[src/rtl/rssc_pkg.sv]
package rssc_pkg;

  localparam int MaxSyndromesDefault = 64;

  localparam int SymW = 16;
  localparam int IdxW = 6;
  localparam int CntW = 7;

  // x^16 + x^12 + x^3 + x + 1
  localparam logic [SymW:0] FieldPoly = 17'o210013;

  localparam logic [CntW-1:0] NumSyndReset = 7'd16;

  // register map, index = paddr[2]
  localparam int AddrW = 3;
  localparam logic RegNumSynd = 1'b0;

  typedef struct packed {
    logic [SymW-1:0] symbol;
    logic            last;
  } in_beat_t;

  typedef struct packed {
    logic [IdxW-1:0] syndrome_index;
    logic [SymW-1:0] syndrome_value;
    logic            final_syndrome;
  } out_beat_t;

  // per-cell control, driven from the top-level sequencer
  typedef struct packed {
    logic load;   // Horner step with the incoming symbol
    logic shift;  // take the neighbor's accumulator
    logic clear;  // zero the accumulator
  } cell_ctrl_t;

  function automatic logic [SymW-1:0] gf_times_alpha(input logic [SymW-1:0] v);
    logic [SymW:0] w;
    w = {v, 1'b0};
    if (w[SymW]) begin
      w = w ^ FieldPoly;
    end
    return w[SymW-1:0];
  endfunction

  // shift-and-add product; with b constant this folds to an XOR network
  function automatic logic [SymW-1:0] gf_mul(input logic [SymW-1:0] a,
                                            input logic [SymW-1:0] b);
    logic [SymW-1:0] acc;
    logic [SymW-1:0] p;
    acc = '0;
    p   = a;
    for (int k = 0; k < SymW; k++) begin
      if (b[k]) begin
        acc = acc ^ p;
      end
      p = gf_times_alpha(p);
    end
    return acc;
  endfunction

  // alpha^n, evaluated at elaboration
  function automatic logic [SymW-1:0] gf_alpha_pow(input int n);
    logic [SymW-1:0] r;
    r = {{(SymW-1){1'b0}}, 1'b1};
    for (int k = 0; k < n; k++) begin
      r = gf_times_alpha(r);
    end
    return r;
  endfunction

endpackage

[src/rtl/rssc_cell.sv]
module rssc_cell #(
  parameter logic [rssc_pkg::SymW-1:0] Root = 16'h0002
) (
  input  logic                      clk_i,
  input  logic                      rst_ni,
  input  rssc_pkg::cell_ctrl_t      ctrl_i,
  input  logic [rssc_pkg::SymW-1:0] symbol_i,
  input  logic [rssc_pkg::SymW-1:0] nbr_acc_i,
  output logic [rssc_pkg::SymW-1:0] acc_o
);

  logic [rssc_pkg::SymW-1:0] acc_q;
  logic [rssc_pkg::SymW-1:0] acc_d;

  always_comb begin
    acc_d = acc_q;
    priority if (ctrl_i.clear) begin
      acc_d = '0;
    end else if (ctrl_i.load) begin
      acc_d = rssc_pkg::gf_mul(acc_q, Root) ^ symbol_i;
    end else if (ctrl_i.shift) begin
      acc_d = nbr_acc_i;
    end
  end

  always_ff @(posedge clk_i or negedge rst_ni) begin
    if (!rst_ni) begin
      acc_q <= '0;
    end else begin
      acc_q <= acc_d;
    end
  end

  assign acc_o = acc_q;

endmodule

[config.mk]
export PLATFORM = sky130hd
export DESIGN_NAME = rssc_cell
export DESIGN_NICKNAME = d
export VERILOG_FILES = /design/src/rtl/rssc_pkg.sv /design/src/rtl/rssc_cell.sv
export SDC_FILE = /design/constraint.sdc
export NUM_CORES = 1
export LEC_CHECK = 0
export BUFFER_PORTS_ARGS = -buffer_cell sky130_fd_sc_hd__buf_2
export CORE_MARGIN = 4
export CORE_UTILIZATION = 40
export CTS_BUF_LIST = sky130_fd_sc_hd__clkbuf_16
export DETAILED_ROUTE_END_ITERATION = 12
export GPL_TIMING_DRIVEN = 0
export MAX_ROUTING_LAYER = met4
export PLACE_DENSITY = 0.68
export RECOVER_POWER = 25
export SYNTH_ARGS = -nofsm -noshare
export SYNTH_HDL_FRONTEND = slang
export SYNTH_SLANG_ARGS = --single-unit
[constraint.sdc]
create_clock -name clk_i -period 1.62 [get_ports clk_i]
set_clock_uncertainty 0.2 [all_clocks]
set_input_delay 0.162 -clock clk_i [delete_from_list [all_inputs] [get_ports clk_i]]
set_output_delay 0.162 -clock clk_i [all_outputs]
set_load 0.05 [all_outputs]
# Word-level counts from Yosys, hierarchy flattened

Index checks and enable logic that the tools add are counted.

Register bits after elaboration: 16
Logic and storage cells: 10
Input port bits: 37
Output and inout port bits: 16

Multiplexer cells: 6
Reduce and logical (&&, ||, !) cells: 1
Bitwise gates (word level): 2

Operators with widths:

| operator           | count |
|---|---|
| two-way mux 16 bit | 5 |
| bitwise XOR 16 bit | 1 |
| two-way mux 13 bit | 1 |
| NOT 4 bit          | 1 |
| nonzero test 3 bit | 1 |

# Depth between registers and ports, before layout

Gate-level depths: netlist of the first run.

Depth in word-level cells: 7
Mapped depth: 4
Depth with buffers taken out: 3

# Least setup slack after synthesis of the first run

Ideal clock, no wire load.

Path type: reg2reg
Start: register acc_q (netlist bit acc_o[15])
End: register acc_q (netlist bit acc_o[12])
Cell stages (with the launch flop): 4
Data required time: 1.324 ns
Period minus slack after synthesis: 1.547 ns
Arrival time: 1.252 ns
Setup slack: 0.073 ns
Path buffers: 0
Setup time: 0.096 ns
Cell sequence: dfrtp_1 xor2_1 and3_4 nor4_2

Cells in the longest elaborated chain, start to end: 6

Ends and longest elaborated chain:

| element                | RTL line        | source |
|---|---|---|
| from (decl)            | rssc_cell.sv:12 | `logic [rssc_pkg::SymW-1:0] acc_q;` |
| from (signal assigned) | rssc_cell.sv:28 | `acc_q <= '0;` |
| from (signal assigned) | rssc_cell.sv:30 | `acc_q <= acc_d;` |
| two-way mux 13 bit     | rssc_pkg.sv:39  | `if (w[SymW]) begin` |
| two-way mux 16 bit     | rssc_cell.sv:19 | `end else if (ctrl_i.load) begin` |
| two-way mux 16 bit     | rssc_cell.sv:17 | `priority if (ctrl_i.clear) begin` |
| bitwise XOR 16 bit     | rssc_cell.sv:20 | `acc_d = rssc_pkg::gf_mul(acc_q, Root) ^ symbol_i;` |
| two-way mux 16 bit     | rssc_cell.sv:19 |  |
| two-way mux 16 bit     | rssc_cell.sv:17 |  |

No other way between the ends. The select of a mux whose other input is x is not followed.
A chain may end at the register's enable or synchronous reset.

# Worst setup path after layout of the first run

Start: register acc_q (netlist bit acc_o[15])
End: output port acc_o[15] in the netlist's numbering

RTL lines:

| element   | RTL line       | source |
|---|---|---|
| to (decl) | rssc_cell.sv:9 | `output logic [rssc_pkg::SymW-1:0] acc_o` |

No word-level cell between the ends.

==> impl_metrics.py, run 1 <==
metrics = {
    "status": {
        "status": "completed",
    },
    "clock_tree": {
        "cts.clk_slew.worst_paths_ns": 0.05,
        "cts_tree": "built",
        "cts.sinks": 16,
        "h-tree-depth": 1,
        "root_buffer": "clkbuf_16",
        "postCtsSetupRepairBufs": 0,
        "clockBufferDepth": 2,
        "numCtsBuffers": 3,
        "post_cts_resized": 0,
        "clock_latency_ns": 0.24,
    },
    "logic_synthesis": {
        "synth_area_um2": 1060,
        "avgSynthCellArea_um2": 11.2,
        "synth_seq_cells": 16,
        "syn-num-nets": 131,
        "synth_common_cells": "dfrtp_1, a211oi_1, nor2b_1, xnor2_1, a211oi_2",
        "synth_top_area_share_pct": 37.9,
        "synth.yosys.seq_area_share_pct": 37.9,
        "async_reset_ff_share_pct": 100,
        "synthCells": 94,
        "synth_edf_count": 0,
        "synth.area.top_cells": "dfrtp_1, a211oi_2, xnor2_1",
        "synth_ff_type": "dfrtp_1",
        "synth_cell_type_count": 20,
        "yosysTopAreaCell": "dfrtp_1",
        "yosysMostFrequentCell": "dfrtp_1",
        "ys_warn_count": 0,
    },
    "critical_path": {
        "worst-setup-path-type": "reg -> out",
        "critPathTopFamily": "flip-flops",
        "cp-start-kind": "flip-flop",
        "r2r_slack_ns": 0.26,
        "worstPathCellList": "buf_2",
        "cp_slowest_stage_delay_ns": 0.45,
        "crit_path_end_kind": "primary output",
        "cp_slowest_cell": "dfrtp_1",
        "timing.rr.start": "acc_o[15]",
        "ff2ff_path_depth": 3,
        "critPathArrivalTime_ns": 1.00,
        "worstPathMaxFanout": 6,
        "crit_buf_inv": 1,
        "regToRegEndpoint": "acc_o[12]",
        "crit_required_ns": 1.26,
    },
    "die": {
        "core_area_um2": 2500,
        "die_x_um": 59.4,
        "ios": 53,
        "die-area_um2": 3530,
        "initial_core_util_pct": 42.3,
        "num_rows": 18,
        "die_h_um": 59.4,
    },
    "timing": {
        "clock.fmax_mhz": 734,
        "rsz0062_at_grt": "false",
        "finalSetupViolCount": 0,
        "worst_slew_pin_slew_ns": 0.633,
        "timing.slew.headroom_pct": 57.8,
        "tns_ns": 0,
        "fin_crit_ns": 1.36,
        "finalHoldViolations": 0,
        "maxSlewViolCount": 0,
        "min_period_over_period_pct": 84.1,
    },
    "global_routing": {
        "antenna_found_initial": 0,
        "track_usage_pct": 17.0,
        "grt_max_degree": 17,
        "grt_pass1_wl_mm": 4.45,
        "grt_pass1_vias": 1015,
        "overflow": 0,
    },
    "finish": {
        "regArea_um2": 400,
        "largest_reg_flops": 16,
        "layout.nets": 188,
        "antenna_cells": 0,
        "final_area_um2": 1440,
        "area_growth_pct": 35.7,
        "final.fill_count": 234,
        "multi_input_area_um2": 601,
        "drive_above_1_share_pct": 51.0,
    },
    "drt": {
        "drc": 0,
        "drt-initial-drc-count": 15,
        "viasPerCell": 5.21,
        "routed_wl_mm": 2.68,
        "vias": 933,
        "dr.pass1.iters": 4,
        "wire_per_inst_um": 15.0,
        "ant_nets": 0,
    },
    "power_and_ir_drop": {
        "internal_power_mw": 0.918,
        "combPwrFrac_pct": 31.0,
        "power_frac_clock_pct": 34.4,
        "p_leak_nw": 0.643,
        "power.density_nw_per_um2": 944,
        "switching_share_pct": 32.2,
        "power.share.sequential_pct": 34.6,
        "ir_drop_mv": 0.696,
        "p_switching_mw": 0.436,
    },
    "hold_path": {
        "hold_class": "in -> reg",
        "holdCritStartpoint": "symbol_i[6]",
        "min_to": "acc_o[6]",
        "hold_depth": 3,
    },
    "job": {
        "drv_cap": 0,
    },
    "place": {
        "place_congestion": 0.757,
        "placed_area_um2": 1350,
        "portBuffers": 51,
        "hpwlAfterDp_mm": 2.00,
    },
}
[cell type report]
cell class | instances | area share (%)
plain buffers | 8 | 3.92
clock buffers | 3 | 5.23
multi-input cells | 70 | 41.8
flip-flops and latches | 16 | 27.9
well taps | 30 | 2.62
repair buffers | 52 | 18.5
[logic make-up after synthesis]
family | after synthesis | share of synthesized area [%]
AOI/OAI and AO/OA | 29 | 27.2
xor gates and xnor gates | 16 | 13.3
buffers and inverters | 8 | 5.32
DFF | 16 | 37.9
muxes | 2 | 1.89
and+or+nand+nor | 23 | 14.4
[power by group through the flow]
stage               Clock, mW  Sequential (mW)  Combinational [mW]
finish                  0.466            0.469               0.419
global route            0.502            0.476               0.449
CTS                     0.477            0.469               0.425
detailed placement          0            0.474               0.422
global placement            0            0.474               0.417
floorplan                   0            0.597               0.171
[per-stage QoR]
stage          setup WS [ns]  total power [mW]  hold WS, ns  util (%)  instances
3_5_place_dp           0.261             0.897      -0.0880      54.0        175
6_report               0.258              1.35       0.0232      57.4        179
4_1_cts                0.251              1.37       0.0205      57.4        179
2_1_floorplan         0.0728             0.768       -0.334         -         94
5_1_grt                0.189              1.43       0.0246      57.4        179
3_3_place_gp           0.282             0.891      -0.0941      54.0        175
[metal layers]
layer / wire, um / share of wire (%) / track usage (%) / up-vias
met5: 0 / 0 / - / -
met4: 6 / 0.22 / 3.88 / 0
met3: 139 / 5.2 / 2.61 / 2
met2: 1340 / 50 / 28.7 / 27
met1: 1190 / 44 / 21.1 / 451
li1: - / - / - / 453
[how the worst max path moves through the flow]
stage | start | endpoint | slack (ns) | cells after the start
floorplan | acc_o[15] | acc_o[12] | 0.07 | 3
global placement | acc_o[15] | acc_o[12] | 0.28 | 3
detailed placement | acc_o[15] | acc_o[12] | 0.26 | 3
CTS | acc_o[15] | acc_o[12] | 0.25 | 3
global route | acc_o[15] | acc_o[12] | 0.19 | 3
finish | acc_o[15] | acc_o[15] | 0.26 | 1
[placed cells by master, fill, tap and decap left out, types with 2 or more instances in the layout]
| master | n |
|---|---|
| nor2b_1 | 15 |
| a211oi_1 | 15 |
| dfrtp_1 | 16 |
| buf_2 | 54 |
| nor3_1 | 2 |
| xnor2_1 | 15 |
| mux2i_1 | 2 |
| clkbuf_16 | 3 |
| a211oi_2 | 14 |
[repair_timing]
item | 4_1_cts | 5_1_grt
hold endpoints to repair | 16 | 0
hold buffers | 1 | 0
endpoints found under the setup margin | 0 | 0
Power figures use the tool's default switching activity.
==> run 2: changes to the inputs <==
==> constraint.sdc (replaced) <==
create_clock -name clk_i -period 1.4 [get_ports clk_i]
set_clock_uncertainty 0.2 [all_clocks]
set_input_delay 0.14 -clock clk_i [delete_from_list [all_inputs] [get_ports clk_i]]
set_output_delay 0.14 -clock clk_i [all_outputs]
set_load 0.05 [all_outputs]
==> run 2 against run 1 <==
Non-clock buffer count increased by 5; largest cell class unchanged; largest power group is now the clock network; flip-flop and latch count is the same; highest routed layer unchanged; hold slack lost 0.014 ns; setup slack worse by 0.13 ns; global-route usage up 0.46 points; utilization is 2.2 points higher; sequential share of layout area decreased by 0.95 points.
==> impl_metrics.py, run 2 (synthesis gave the netlist of run 1 again) <==
metrics = {
    "power_and_ir_drop": {
        "power_frac_clock_pct": 34.8,
        "power.share.sequential_pct": 34.0,
        "p_leak_nw": 0.668,
        "ir_drop_mv": 0.812,
        "power_mw": 1.59,
        "power.density_nw_per_um2": 1070,
        "switching_share_pct": 32.5,
        "internal_power_mw": 1.08,
        "p_switching_mw": 0.518,
        "combPwrFrac_pct": 31.2,
    },
    "finish": {
        "regArea_um2": 402,
        "final.fill_count": 232,
        "layout.nets": 193,
        "area_growth_pct": 40.9,
        "multi_input_area_um2": 601,
        "final_cell_mix": "buf_2, xnor2_1, nor2b_1, a211oi_1, dfrtp_1",
        "instances_no_fill": 185,
        "final_common_cell": "buf_2",
        "antenna_cells": 0,
        "final_area_um2": 1490,
        "postLayoutCoreUtil_pct": 59.6,
        "largest_reg_flops": 16,
        "drive_above_1_share_pct": 49.7,
    },
    "die": {
        "die_h_um": 59.4,
        "die_x_um": 59.4,
        "die-area_um2": 3530,
        "ios": 53,
        "initial_core_util_pct": 42.3,
        "core_area_um2": 2500,
        "num_rows": 18,
    },
    "critical_path": {
        "crit_path_end_kind": "primary output",
        "crit_buf_inv": 1,
        "critPathArrivalTime_ns": 0.94,
        "ff2ff_path_depth": 3,
        "timing.rr.start": "acc_o[15]",
        "worst-setup-path-type": "reg -> out",
        "regToRegEndpoint": "acc_o[12]",
        "worstPathCellList": "buf_2",
        "cp_slowest_cell": "dfrtp_2",
        "crit_cells": 1,
        "cp-start-kind": "flip-flop",
        "r2r_slack_ns": 0.13,
        "critPathTopFamily": "flip-flops",
        "cp_slowest_stage_delay_ns": 0.41,
        "crit_required_ns": 1.06,
        "worstPathMaxFanout": 6,
    },
    "place": {
        "placed_area_um2": 1350,
        "hpwlAfterDp_mm": 2.00,
        "place_inst": 175,
        "place_congestion": 0.778,
        "portBuffers": 51,
        "dp_slack_ns": 0.0674,
    },
    "drt": {
        "drc": 0,
        "vias": 960,
        "routed_wl_mm": 2.72,
        "viasPerCell": 5.19,
        "dr.pass1.iters": 4,
        "wire_per_inst_um": 14.7,
        "ant_nets": 0,
        "drt-initial-drc-count": 7,
    },
    "global_routing": {
        "grt_pass1_vias": 994,
        "antenna_found_initial": 0,
        "track_usage_pct": 17.4,
        "overflow": 0,
        "grt_max_degree": 17,
        "grt_pass1_wl_mm": 4.50,
    },
    "timing": {
        "worst_slew_pin_slew_ns": 0.668,
        "maxSlewViolCount": 0,
        "min_period_over_period_pct": 91.2,
        "finalHoldViolations": 0,
        "hold_ws_ns": 0.00962,
        "fin_crit_ns": 1.28,
        "finalSetupViolCount": 0,
        "clock.fmax_mhz": 783,
        "rsz0062_at_grt": "false",
        "tns_ns": 0,
        "layout_setup_ws_ns": 0.124,
        "timing.slew.headroom_pct": 55.5,
    },
    "clock_tree": {
        "clock_latency_ns": 0.24,
        "clockBufferDepth": 2,
        "h-tree-depth": 1,
        "numCtsBuffers": 3,
        "post_cts_resized": 0,
        "root_buffer": "clkbuf_16",
        "cts_tree": "built",
        "cts.clk_slew.worst_paths_ns": 0.05,
        "cts.sinks": 16,
    },
    "hold_path": {
        "hold_class": "in -> reg",
        "hold_depth": 3,
        "holdCritStartpoint": "nbr_acc_i[1]",
        "min_to": "acc_o[1]",
    },
    "job": {
        "drv_cap": 0,
    },
    "status": {
        "status": "completed",
    },
}
run 2: cell count changes in the layout (fill, tap and decap cells not counted), sizes merged:
cell / previous run / this run
inv: 0 / 1
buf: 58 / 57
clkbuf: 4 / 5
dlygate4sd3: 1 / 6
run 2: power by group through the flow:
stage | logic [mW] | clock network [mW] | registers [mW]
2_1_floorplan | 0.197 | 0 | 0.692
3_3_place_gp | 0.483 | 0 | 0.549
3_5_place_dp | 0.489 | 0 | 0.549
4_1_cts | 0.503 | 0.571 | 0.542
5_1_grt | 0.532 | 0.594 | 0.550
6_report | 0.497 | 0.555 | 0.542
run 2: tightest hold or removal path, stage by stage:
cell and delay, ns:
buf_2 0.08, a211oi_1 0.05, nor3_1 0.12
run 2: routing by layer:
layer	global-route usage, %	routed length [um]
met1	21.1	1140
met2	29.6	1420
met3	4.14	151
met4	2.91	16
met5	-	0
run 2: area by class of cell:
class / count / area share [%]
Clock buffer: 3 / 5.04
Clock inverter: 1 / 0.252
Sequential cell: 16 / 27.0
Tap cell: 30 / 2.52
Timing Repair Buffer: 57 / 21.2
Multi-Input combinational cell: 70 / 40.3
Buffer: 8 / 3.78
run 2: how the worst max path moves through the flow:
stage               from   endpoint  slack (ns)
2_1_floorplan   acc_o[0]   acc_o[1]       0.004
3_3_place_gp   ctrl_i[2]   acc_o[9]         0.1
3_5_place_dp   ctrl_i[2]   acc_o[9]        0.07
4_1_cts        acc_o[15]  acc_o[15]        0.11
5_1_grt        acc_o[15]  acc_o[12]        0.04
6_report       acc_o[15]  acc_o[15]        0.12
run 2: what timing repair did:
action,CTS,global route
setup buffers,0,0
endpoints found under the hold margin,21,0
hold buffers,6,0
==> run 3: changes to the inputs <==
==> constraint.sdc (replaced) <==
create_clock -name clk_i -period 1.4 [get_ports clk_i]
set_clock_uncertainty 0.2 [all_clocks]
set_input_delay 0.14 -clock clk_i [delete_from_list [all_inputs] [get_ports clk_i]]
set_output_delay 0.14 -clock clk_i [all_outputs]
set_load 0.01 [all_outputs]
==> run 3 against run 2 <==
Fmax decreased by 4.2%; utilization fell by 1.8 points; global-route usage fell by 0.41 points; non-clock buffer count down 4; sequential share of layout area up 0.82 points.
==> impl_metrics.py, run 3 (synthesis gave the netlist of run 1 again) <==
metrics = {
    "timing": {
        "finalSetupViolCount": 0,
        "fin_crit_ns": 1.33,
        "worst_slew_pin_slew_ns": 0.628,
        "maxSlewViolCount": 0,
        "tns_ns": 0,
        "hold_ws_ns": 0.00121,
        "finalHoldViolations": 0,
        "rsz0062_at_grt": "false",
        "clock.fmax_mhz": 750,
        "min_period_over_period_pct": 95.2,
        "timing.slew.headroom_pct": 58.1,
        "layout_setup_ws_ns": 0.0672,
    },
    "power_and_ir_drop": {
        "p_leak_nw": 0.646,
        "internal_power_mw": 1.06,
        "power.density_nw_per_um2": 996,
        "power_frac_clock_pct": 37.4,
        "combPwrFrac_pct": 24.9,
        "switching_share_pct": 26.1,
        "power.share.sequential_pct": 37.7,
        "ir_drop_mv": 0.750,
        "p_switching_mw": 0.376,
        "power_mw": 1.44,
    },
    "drt": {
        "dr.pass1.iters": 4,
        "wire_per_inst_um": 14.9,
        "viasPerCell": 5.18,
        "drt-initial-drc-count": 20,
        "ant_nets": 0,
        "routed_wl_mm": 2.69,
        "vias": 933,
        "drc": 0,
    },
    "critical_path": {
        "timing.rr.start": "acc_o[15]",
        "worstPathMaxFanout": 6,
        "ff2ff_path_depth": 3,
        "cp_slowest_stage_delay_ns": 0.44,
        "worstPathCellList": "xor2_1 > and3_4 > nor4_2",
        "crit_path_end_kind": "flip-flop",
        "crit_start": "acc_o[15]",
        "cp_slowest_cell": "dfrtp_2",
        "r2r_slack_ns": 0.07,
        "worst-setup-path-type": "reg -> reg",
        "critPathArrivalTime_ns": 1.28,
        "crit_required_ns": 1.35,
        "regToRegEndpoint": "acc_o[12]",
        "cp-start-kind": "flip-flop",
    },
    "die": {
        "die-area_um2": 3530,
        "die_h_um": 59.4,
        "ios": 53,
        "num_rows": 18,
        "core_area_um2": 2500,
        "initial_core_util_pct": 42.3,
        "die_x_um": 59.4,
    },
    "hold_path": {
        "holdCritStartpoint": "symbol_i[9]",
        "hold_class": "in -> reg",
        "min_to": "acc_o[9]",
        "hold_depth": 3,
    },
    "status": {
        "status": "completed",
    },
    "finish": {
        "largest_reg_flops": 16,
        "final.fill_count": 234,
        "regArea_um2": 402,
        "final_area_um2": 1450,
        "instances_no_fill": 180,
        "layout.nets": 189,
        "final_cell_mix": "buf_2, xnor2_1, nor2b_1, a211oi_1, dfrtp_1",
        "postLayoutCoreUtil_pct": 57.9,
        "drive_above_1_share_pct": 51.3,
        "area_growth_pct": 36.8,
        "multi_input_area_um2": 601,
        "antenna_cells": 0,
        "final_common_cell": "buf_2",
    },
    "place": {
        "dp_slack_ns": 0.0410,
        "place_congestion": 0.757,
        "portBuffers": 51,
        "place_inst": 175,
        "hpwlAfterDp_mm": 2.00,
        "placed_area_um2": 1350,
    },
    "clock_tree": {
        "cts_tree": "built",
        "clockBufferDepth": 2,
        "cts.clk_slew.worst_paths_ns": 0.05,
        "clock_latency_ns": 0.24,
        "h-tree-depth": 1,
        "cts.sinks": 16,
        "postCtsSetupRepairBufs": 0,
        "root_buffer": "clkbuf_16",
        "numCtsBuffers": 3,
    },
    "job": {
        "drv_cap": 0,
    },
    "global_routing": {
        "track_usage_pct": 17.0,
        "grt_pass1_wl_mm": 4.46,
        "grt_max_degree": 17,
        "antenna_found_initial": 0,
        "overflow": 0,
        "grt_pass1_vias": 1017,
    },
}
run 3: changes by cell type in the layout (fill, tap and decap cells not counted):
cell / previous run / this run
dlygate4sd3_1: 6 / 2
inv_1: 1 / 0
run 3: metal layers:
layer | global-route usage, % | routed length, um | share of wire [%]
met5 | - | 0 | 0
met4 | 3.88 | 6 | 0.22
met3 | 2.61 | 141 | 5.2
met2 | 28.7 | 1340 | 50
met1 | 21.3 | 1200 | 45
run 3: final cells by class:
cell class | count | area share (%)
multi-input cells | 70 | 41.5
plain buffers | 8 | 3.89
clock buffers | 3 | 5.19
flip-flops and latches | 16 | 27.8
well taps | 30 | 2.60
repair buffers | 53 | 19.0
run 3: what timing repair did:
item	in CTS	in global routing
gates resized for setup	0	1
hold buffers	2	0
setup endpoints to repair	0	1
endpoints found under the hold margin	17	0
run 3: how the worst max path moves through the flow:
| stage | cells past startpoint | end | slack [ns] |
|---|---|---|---|
| after CTS | 3 | acc_o[12] | 0.03 |
| after detailed placement | 3 | acc_o[12] | 0.04 |
| after global routing | 3 | acc_o[12] | 0.0004 |
| final | 3 | acc_o[12] | 0.07 |
| after global placement | 3 | acc_o[12] | 0.06 |
| after floorplan | 3 | acc_o[12] | 0.08 |
run 3: power by group through the flow:
stage | clock, mW | sequential [mW] | combinational [mW]
final | 0.538 | 0.543 | 0.359
after global routing | 0.581 | 0.551 | 0.393
after CTS | 0.552 | 0.543 | 0.365
after detailed placement | 0 | 0.549 | 0.360
after global placement | 0 | 0.548 | 0.354
after floorplan | 0 | 0.566 | 0.198
run 3: critical path, delay by kind of cell (launching register included):
family        cells  cell delay [ns]
simple gates      2             0.41
xor+xnor          1             0.19
flops             1             0.44
